**src/hdl/sha256_pkg.sv**
```systemverilog
// sha-256 round constants, initial hash values, state encoding and round functions
`timescale 1ns / 1ps
`default_nettype none

package sha256_pkg;

    localparam logic OP_ABSORB = 1'b0;
    localparam logic OP_FINISH = 1'b1;

    localparam logic [7:0] PAD_MARK = 8'h80;
    localparam logic [5:0] LEN_POS  = 6'd56;
    localparam logic [5:0] FILL_TOP = 6'd63;
    localparam logic [5:0] ROUND_TOP = 6'd63;
    localparam logic [2:0] WORD_TOP = 3'd7;

    typedef enum logic [2:0] {
        S_IDLE,
        S_PAD,
        S_LEN,
        S_ROUND,
        S_ADD,
        S_OUT
    } t_state;

    typedef logic [31:0] t_word;

    localparam t_word K [64] = '{
        32'h428a2f98, 32'h71374491, 32'hb5c0fbcf, 32'he9b5dba5,
        32'h3956c25b, 32'h59f111f1, 32'h923f82a4, 32'hab1c5ed5,
        32'hd807aa98, 32'h12835b01, 32'h243185be, 32'h550c7dc3,
        32'h72be5d74, 32'h80deb1fe, 32'h9bdc06a7, 32'hc19bf174,
        32'he49b69c1, 32'hefbe4786, 32'h0fc19dc6, 32'h240ca1cc,
        32'h2de92c6f, 32'h4a7484aa, 32'h5cb0a9dc, 32'h76f988da,
        32'h983e5152, 32'ha831c66d, 32'hb00327c8, 32'hbf597fc7,
        32'hc6e00bf3, 32'hd5a79147, 32'h06ca6351, 32'h14292967,
        32'h27b70a85, 32'h2e1b2138, 32'h4d2c6dfc, 32'h53380d13,
        32'h650a7354, 32'h766a0abb, 32'h81c2c92e, 32'h92722c85,
        32'ha2bfe8a1, 32'ha81a664b, 32'hc24b8b70, 32'hc76c51a3,
        32'hd192e819, 32'hd6990624, 32'hf40e3585, 32'h106aa070,
        32'h19a4c116, 32'h1e376c08, 32'h2748774c, 32'h34b0bcb5,
        32'h391c0cb3, 32'h4ed8aa4a, 32'h5b9cca4f, 32'h682e6ff3,
        32'h748f82ee, 32'h78a5636f, 32'h84c87814, 32'h8cc70208,
        32'h90befffa, 32'ha4506ceb, 32'hbef9a3f7, 32'hc67178f2
    };

    localparam t_word H0 [8] = '{
        32'h6a09e667, 32'hbb67ae85, 32'h3c6ef372, 32'ha54ff53a,
        32'h510e527f, 32'h9b05688c, 32'h1f83d9ab, 32'h5be0cd19
    };

    function automatic t_word rotr(input t_word v, input int unsigned n);
        rotr = (v >> n) | (v << (32 - n));
    endfunction

    function automatic t_word big_sigma0(input t_word x);
        big_sigma0 = rotr(x, 2) ^ rotr(x, 13) ^ rotr(x, 22);
    endfunction

    function automatic t_word big_sigma1(input t_word x);
        big_sigma1 = rotr(x, 6) ^ rotr(x, 11) ^ rotr(x, 25);
    endfunction

    function automatic t_word small_sigma0(input t_word x);
        small_sigma0 = rotr(x, 7) ^ rotr(x, 18) ^ (x >> 3);
    endfunction

    function automatic t_word small_sigma1(input t_word x);
        small_sigma1 = rotr(x, 17) ^ rotr(x, 19) ^ (x >> 10);
    endfunction

    function automatic t_word choose(input t_word e, input t_word f, input t_word g);
        choose = (e & f) ^ (~e & g);
    endfunction

    function automatic t_word majority(input t_word a, input t_word b, input t_word c);
        majority = (a & b) ^ (a & c) ^ (b & c);
    endfunction

endpackage

`default_nettype wire

```
**src/hdl/sha256_in_if.sv**
```systemverilog
// input channel: one message byte or a finish command per transfer
`timescale 1ns / 1ps
`default_nettype none

interface sha256_in_if;
    logic       valid;
    logic       ready;
    logic       op;
    logic [7:0] data_byte;

    modport source (output valid, output op, output data_byte, input ready);
    modport sink (input valid, input op, input data_byte, output ready);
endinterface

`default_nettype wire

```
**src/hdl/sha256_out_if.sv**
```systemverilog
// output channel: one digest word per transfer
`timescale 1ns / 1ps
`default_nettype none

interface sha256_out_if;
    logic        valid;
    logic        ready;
    logic [31:0] digest_word;
    logic [2:0]  word_index;
    logic        last;

    modport source (output valid, output digest_word, output word_index, output last,
                    input ready);
    modport sink (input valid, input digest_word, input word_index, input last,
                  output ready);
endinterface

`default_nettype wire

```
**src/hdl/sha256_message_hasher.sv**
```systemverilog
// streaming sha-256 engine with one shared round unit under a small sequencer
//
//  channel  direction  payload                            handshake
//  i_in     sink       op, data_byte                      valid / ready
//  o_out    source     digest_word, word_index, last      valid / ready
//
// an absorbed byte is taken while idle; the 64th byte of a block starts 64 rounds
// through the single round unit followed by the chain addition. a finish shifts in
// padding and length one byte per cycle up to the block end, paused by a
// compression where padding crosses a block and by one S_PAD step before the
// length bytes; it compresses once or twice, then offers eight digest words.
// i_in.ready is high only while the sequencer is idle; o_out stalls hold the word.
// synchronous active-low reset restores the initial hash values and clears counts.
`timescale 1ns / 1ps
`default_nettype none

module sha256_message_hasher (
    input  wire logic      i_clk,
    input  wire logic      i_rst_n,
    sha256_in_if.sink      i_in,
    sha256_out_if.source   o_out
);

    sha256_pkg::t_state r_state, n_state;
    logic [5:0]         r_fill, n_fill;
    logic [63:0]        r_len, n_len;
    logic [5:0]         r_round, n_round;
    logic [2:0]         r_idx, n_idx;
    logic               r_pad, n_pad;
    logic               r_final, n_final;
    sha256_pkg::t_word  r_chain [8];
    sha256_pkg::t_word  n_chain [8];
    sha256_pkg::t_word  r_vars [8];
    sha256_pkg::t_word  n_vars [8];
    // oldest schedule word sits at the top of the window
    logic [511:0]       r_win, n_win;

    logic               w_byte_en;
    logic [7:0]         w_byte_val;
    sha256_pkg::t_word  w_t1;
    sha256_pkg::t_word  w_t2;
    sha256_pkg::t_word  w_new_w;
    sha256_pkg::t_word  w_w0;

    assign w_w0 = r_win[511:480];

    assign w_t1 = r_vars[7] + sha256_pkg::big_sigma1(r_vars[4])
                + sha256_pkg::choose(r_vars[4], r_vars[5], r_vars[6])
                + sha256_pkg::K[r_round] + w_w0;
    assign w_t2 = sha256_pkg::big_sigma0(r_vars[0])
                + sha256_pkg::majority(r_vars[0], r_vars[1], r_vars[2]);
    // taps: w[t-16], w[t-15], w[t-7], w[t-2]
    assign w_new_w = w_w0 + sha256_pkg::small_sigma0(r_win[479:448]) + r_win[223:192]
                   + sha256_pkg::small_sigma1(r_win[63:32]);

    assign o_out.digest_word = r_chain[r_idx];
    assign o_out.word_index  = r_idx;
    assign o_out.last        = (r_idx == sha256_pkg::WORD_TOP);

    always_comb begin
        n_state     = r_state;
        n_fill      = r_fill;
        n_len       = r_len;
        n_round     = r_round;
        n_idx       = r_idx;
        n_pad       = r_pad;
        n_final     = r_final;
        n_chain     = r_chain;
        n_vars      = r_vars;
        n_win       = r_win;
        w_byte_en   = 1'b0;
        w_byte_val  = 8'h00;
        i_in.ready  = 1'b0;
        o_out.valid = 1'b0;

        unique case (r_state)
            sha256_pkg::S_IDLE: begin
                i_in.ready = 1'b1;
                if (i_in.valid) begin
                    w_byte_en = 1'b1;
                    if (i_in.op == sha256_pkg::OP_FINISH) begin
                        w_byte_val = sha256_pkg::PAD_MARK;
                        // byte count becomes the bit count for the length field
                        n_len      = r_len << 3;
                        n_pad      = 1'b1;
                        n_state    = sha256_pkg::S_PAD;
                    end else begin
                        w_byte_val = i_in.data_byte;
                        n_len      = r_len + 64'd1;
                    end
                end
            end
            sha256_pkg::S_PAD: begin
                if (r_fill == sha256_pkg::LEN_POS) begin
                    n_state = sha256_pkg::S_LEN;
                    n_final = 1'b1;
                end else begin
                    w_byte_en = 1'b1;
                end
            end
            sha256_pkg::S_LEN: begin
                w_byte_en  = 1'b1;
                w_byte_val = r_len[63:56];
                n_len      = r_len << 8;
            end
            sha256_pkg::S_ROUND: begin
                n_vars[0] = w_t1 + w_t2;
                n_vars[1] = r_vars[0];
                n_vars[2] = r_vars[1];
                n_vars[3] = r_vars[2];
                n_vars[4] = r_vars[3] + w_t1;
                n_vars[5] = r_vars[4];
                n_vars[6] = r_vars[5];
                n_vars[7] = r_vars[6];
                n_win     = {r_win[479:0], w_new_w};
                n_round   = r_round + 6'd1;
                if (r_round == sha256_pkg::ROUND_TOP) begin
                    n_state = sha256_pkg::S_ADD;
                end
            end
            sha256_pkg::S_ADD: begin
                for (int j = 0; j < 8; j++) begin
                    n_chain[j] = r_chain[j] + r_vars[j];
                end
                priority if (r_final) begin
                    n_state = sha256_pkg::S_OUT;
                end else if (r_pad) begin
                    n_state = sha256_pkg::S_PAD;
                end else begin
                    n_state = sha256_pkg::S_IDLE;
                end
            end
            sha256_pkg::S_OUT: begin
                o_out.valid = 1'b1;
                if (o_out.ready) begin
                    n_idx = r_idx + 3'd1;
                    if (r_idx == sha256_pkg::WORD_TOP) begin
                        n_chain = sha256_pkg::H0;
                        n_pad   = 1'b0;
                        n_final = 1'b0;
                        n_state = sha256_pkg::S_IDLE;
                    end
                end
            end
            default: begin
                n_state = sha256_pkg::S_IDLE;
            end
        endcase

        // every buffered byte, message or padding, enters the window here
        if (w_byte_en) begin
            n_win  = {r_win[503:0], w_byte_val};
            n_fill = r_fill + 6'd1;
            if (r_fill == sha256_pkg::FILL_TOP) begin
                n_state = sha256_pkg::S_ROUND;
                n_round = 6'd0;
                n_vars  = r_chain;
            end
        end
    end

    always_ff @(posedge i_clk) begin
        if (!i_rst_n) begin
            r_state <= sha256_pkg::S_IDLE;
            r_fill  <= 6'd0;
            r_len   <= 64'd0;
            r_round <= 6'd0;
            r_idx   <= 3'd0;
            r_pad   <= 1'b0;
            r_final <= 1'b0;
            r_chain <= sha256_pkg::H0;
        end else begin
            r_state <= n_state;
            r_fill  <= n_fill;
            r_len   <= n_len;
            r_round <= n_round;
            r_idx   <= n_idx;
            r_pad   <= n_pad;
            r_final <= n_final;
            r_chain <= n_chain;
        end
    end

    always_ff @(posedge i_clk) begin
        r_vars <= n_vars;
        r_win  <= n_win;
    end

`ifndef NO_ASSERTIONS
    a_ready_excludes_out: assert property (@(posedge i_clk) disable iff (!i_rst_n)
        i_in.ready |-> !o_out.valid)
        else $error("input ready while a digest word is offered");

    a_rounds_on_block_edge: assert property (@(posedge i_clk) disable iff (!i_rst_n)
        r_state == sha256_pkg::S_ROUND |-> r_fill == 6'd0)
        else $error("compression running on a partial block");

    a_round_end_adds: assert property (@(posedge i_clk) disable iff (!i_rst_n)
        r_state == sha256_pkg::S_ROUND && r_round == sha256_pkg::ROUND_TOP
        |=> r_state == sha256_pkg::S_ADD)
        else $error("last round not followed by chain addition");

    a_restart_after_digest: assert property (@(posedge i_clk) disable iff (!i_rst_n)
        o_out.valid && o_out.ready && o_out.last
        |=> r_fill == 6'd0 && r_len == 64'd0 && r_chain[0] == sha256_pkg::H0[0]
            && i_in.ready)
        else $error("engine not reinitialized after final digest transfer");
`endif

endmodule

`default_nettype wire
```
**src/flat_wrapper.sv**
```systemverilog
// flat-port wrapper written by rule: the top's interface ports become plain ports
module sha256_message_hasher_flat 
  (i_clk, i_rst_n, i_in_valid, i_in_op, i_in_data_byte, i_in_ready, o_out_valid, o_out_digest_word, o_out_word_index, o_out_last, o_out_ready);
  sha256_in_if i_in_i ();
  sha256_out_if o_out_i ();
  input  wire logic i_clk;
  input  wire logic i_rst_n;
  input wire logic [$bits(i_in_i.valid)-1:0] i_in_valid;
  input wire logic [$bits(i_in_i.op)-1:0] i_in_op;
  input wire logic [$bits(i_in_i.data_byte)-1:0] i_in_data_byte;
  output wire logic [$bits(i_in_i.ready)-1:0] i_in_ready;
  output wire logic [$bits(o_out_i.valid)-1:0] o_out_valid;
  output wire logic [$bits(o_out_i.digest_word)-1:0] o_out_digest_word;
  output wire logic [$bits(o_out_i.word_index)-1:0] o_out_word_index;
  output wire logic [$bits(o_out_i.last)-1:0] o_out_last;
  input wire logic [$bits(o_out_i.ready)-1:0] o_out_ready;
  assign i_in_i.valid = i_in_valid;
  assign i_in_i.op = i_in_op;
  assign i_in_i.data_byte = i_in_data_byte;
  assign i_in_ready = i_in_i.ready;
  assign o_out_valid = o_out_i.valid;
  assign o_out_digest_word = o_out_i.digest_word;
  assign o_out_word_index = o_out_i.word_index;
  assign o_out_last = o_out_i.last;
  assign o_out_i.ready = o_out_ready;
  sha256_message_hasher u_core (.i_clk(i_clk), .i_rst_n(i_rst_n), .i_in(i_in_i), .o_out(o_out_i));
endmodule
```
**config.mk**
```make
export PLATFORM = sky130hd
export DESIGN_NAME = sha256_message_hasher_flat
export DESIGN_NICKNAME = d
export VERILOG_FILES = /design/src/hdl/sha256_pkg.sv /design/src/hdl/sha256_in_if.sv /design/src/hdl/sha256_out_if.sv /design/src/hdl/sha256_message_hasher.sv /design/src/flat_wrapper.sv
export SDC_FILE = /design/constraint.sdc
export NUM_CORES = 2
export LEC_CHECK = 0
export BUFFER_PORTS_ARGS = -buffer_cell sky130_fd_sc_hd__buf_2
export CORE_AREA = 2 2 309 616
export DETAILED_ROUTE_END_ITERATION = 12
export DIE_AREA = 0 0 311 618
export HOLD_SLACK_MARGIN = 0.06
export PLACE_DENSITY_LB_ADDON = 0.12
export SLEW_MARGIN = 20
export SYNTH_ARGS = -nofsm -noshare
export SYNTH_HDL_FRONTEND = slang
export SYNTH_SLANG_ARGS = --single-unit
```
**constraint.sdc**
```tcl
create_clock -name i_clk -period 17 [get_ports i_clk]
set_clock_uncertainty 0.15 [all_clocks]
set_input_delay 0.85 -clock i_clk [delete_from_list [all_inputs] [get_ports i_clk]]
set_output_delay 0.85 -clock i_clk [all_outputs]
set_load 0.01 [all_outputs]
```
==> impl_metrics.ini <==
[outcome]
status = finished clean

[synthesis]
synthDistinctLibCells = 93
yosysWarnings = 0
synth_common_cells = nand2_1, nor2_1, dfxtp_1
synth-seq-area-share_pct = 36.6
ys.flop_type = dfxtp_1
synth_top_cell_by_area = edfxtp_1
synth_most_common_cell = nand2_1
syn_avg_cell_area_sq_um = 8.37
synthArstFlopShare_pct = 0
synth_top_area_share_pct = 20.6
ys_top_cells_by_area = edfxtp_1, dfxtp_1, nand2_1, ha_1, fa_1
synth_edf_count = 512
synth_area_sq_mm = 0.0746
synth_cells = 8913
syn_nets = 9517
ys_seq_elements = 1108

[drt]
wire_per_inst_microns = 26.3
vias = 64256
remaining_drc_errors = 0
viasPerCell = 5.72
final_antenna_net_count = 0
detail_route.wirelength_microns = 296000
firstDrtPassIters = 7
drtIter0Drc = 4748

[timing]
maxSlewHeadroom_pct = 23.9
fmax_mhz = 94.3
setup_viol = 0
whs_ps = 294
tightest_slew_ps = 1130
tns_ps = 0
slew_violations = 0
finalHoldViolCount = 0
fin_crit_ps = 10610
fin_crit_sh_pct = 62.4
rsz0062_at_grt = no

[hold_path]
hold_path.class = in -> reg

[placement]
dp_hpwl_microns = 221000
placed_cells = 11013
portBuffers = 50
place_congestion = 1.00

[worst_setup_path]
critPathKind = reg -> reg
cpMaxStageDelayCell = o21ai_0
endpoint_kind = flip-flop
crit_arrival_ps = 11080
cpPeakStageDelay_ps = 760
crit_required_ps = 17470
cp_max_fo = 18
critPathLaunchType = flip-flop

[floorplan]
die_w_microns = 311
die_area_sq_mm = 0.192
initial_core_util_pct = 39.8
core_sq_mm = 0.187
rows = 225
die_h_microns = 618
io_pins = 51

[final_layout]
final_cell_count_no_fill = 11227
syn2layout_area_growth_pct = 8.50
layout.nets = 9235
drive_gt1_share_pct = 6.20
postLayoutCoreUtil_pct = 43.1

[grt]
grt_overflow_total = 0
grtUsageMet1_pct = 28.4
antenna_found_initial = 11
use_met2_pct = 57.7
grt_pass1_vias = 64490
gr-usage-met3_pct = 3.62
grt.busiest_layer = met2
grt_pass1_wl_microns = 428000
track_usage_pct = 30.1
grt_max_degree = 202

[clock_tree]
clk_pin_slew_worst_paths_ps = 60
root_buffer = clkbuf_16
cts_resized = 0
clock_latency_ps = 770
clock-sinks = 1108
post_cts_buffers = 0
cts_buffers = 113
cts_tree = yes
cts-hold-fix-buffers = 0
clk_path_buf_depth = 3
htreeDepth = 3

[job]
max-cap-violations = 0
-- worst max-delay path, delay by kind of cell, from the launching register on --
| family | cells | cell delay, ps |
|---|---|---|
| AOI/OAI and AO/OA | 20 | 5080 |
| adders and majority gates | 7 | 2720 |
| buffers and inverters | 7 | 1140 |
| and+or+nand+nor | 3 | 770 |
| DFF | 1 | 320 |
| xor gates and xnor gates | 2 | 270 |
-- cell type report --
| type | count | area [sq um] |
|---|---|---|
| flip-flops and latches | 1108 | 27300 |
| inverters | 297 | 1120 |
| clock inverters | 47 | 593 |
| diodes | 6 | 15.0 |
| multi-input cells | 6926 | 44100 |
| well taps | 2497 | 3120 |
| fillers | 18922 | 107000 |
| repair buffers | 185 | 1350 |
| clock buffers | 161 | 3290 |
-- final timing paths --
check,cells after the start,start,to,slack [ps]
setup / recovery,39,u_core.r_round[1],u_core.r_vars[255],6390
hold / removal,3,i_in_data_byte[0],u_core.r_win[0],290
setup reg to reg,39,u_core.r_round[1],u_core.r_vars[255],6390
hold reg to reg,2,u_core.r_fill[1],u_core.r_fill[1],340
-- flip-flops by register name, indices dropped and copies added (netlist names) --
register / cells
u_core.r_final: 1
u_core.r_win: 512
u_core.r_round: 6
u_core.r_vars: 256
u_core.o_out.word_index: 3
u_core.r_pad: 1
u_core.r_chain: 256
u_core.r_len: 64
u_core.r_state: 3
u_core.r_fill: 6
-- through the flow --
| stage | setup slack (ps) | instance area [sq um] |
|---|---|---|
| floorplan | 3130 | 74600 |
| global placement | 6400 | 77000 |
| detailed placement | 6520 | 77000 |
| CTS | 6510 | 80900 |
| global route | 5910 | 80900 |
| finish | 6390 | 80900 |
-- kinds of logic (layout without fill, tap and decap cells) --
| kind of cell | count (synthesis) | after routing | share of synthesized area [%] |
|---|---|---|---|
| muxes | 152 | 152 | 3.32 |
| adders and majority gates | 617 | 617 | 12.2 |
| other | 0 | 6 | 0 |
| DFF | 1108 | 1108 | 36.6 |
| buffers and inverters | 879 | 690 | 4.44 |
| and+or+nand+nor | 3562 | 3562 | 19.6 |
| AOI/OAI and AO/OA | 1993 | 1993 | 16.8 |
| xor gates and xnor gates | 602 | 602 | 7.07 |
-- routing by layer --
metal / vias up / share of wire [%] / wire length (microns)
met5: - / 0.0095 / 28
met4: 4 / 9.6 / 28400
met3: 803 / 3.5 / 10400
met2: 1802 / 54 / 159000
met1: 31388 / 33 / 97700
li1: 30259 / - / -
-- cells in the final DEF (no fill, tap or decap), types with 142 or more instances in the layout --
master,n
a21oi_1,574
nor2_1,654
nand3_1,151
a31oi_1,265
fa_1,195
edfxtp_1,512
a21o_1,142
o21ai_0,390
xnor2_1,417
xor2_1,185
dfxtp_1,590
inv_1,293
ha_1,396
nand2_1,2323
Power is left out: the tool's default activity adds up to more than one toggle a clock period on the data nets, which glitch-free logic cannot reach.
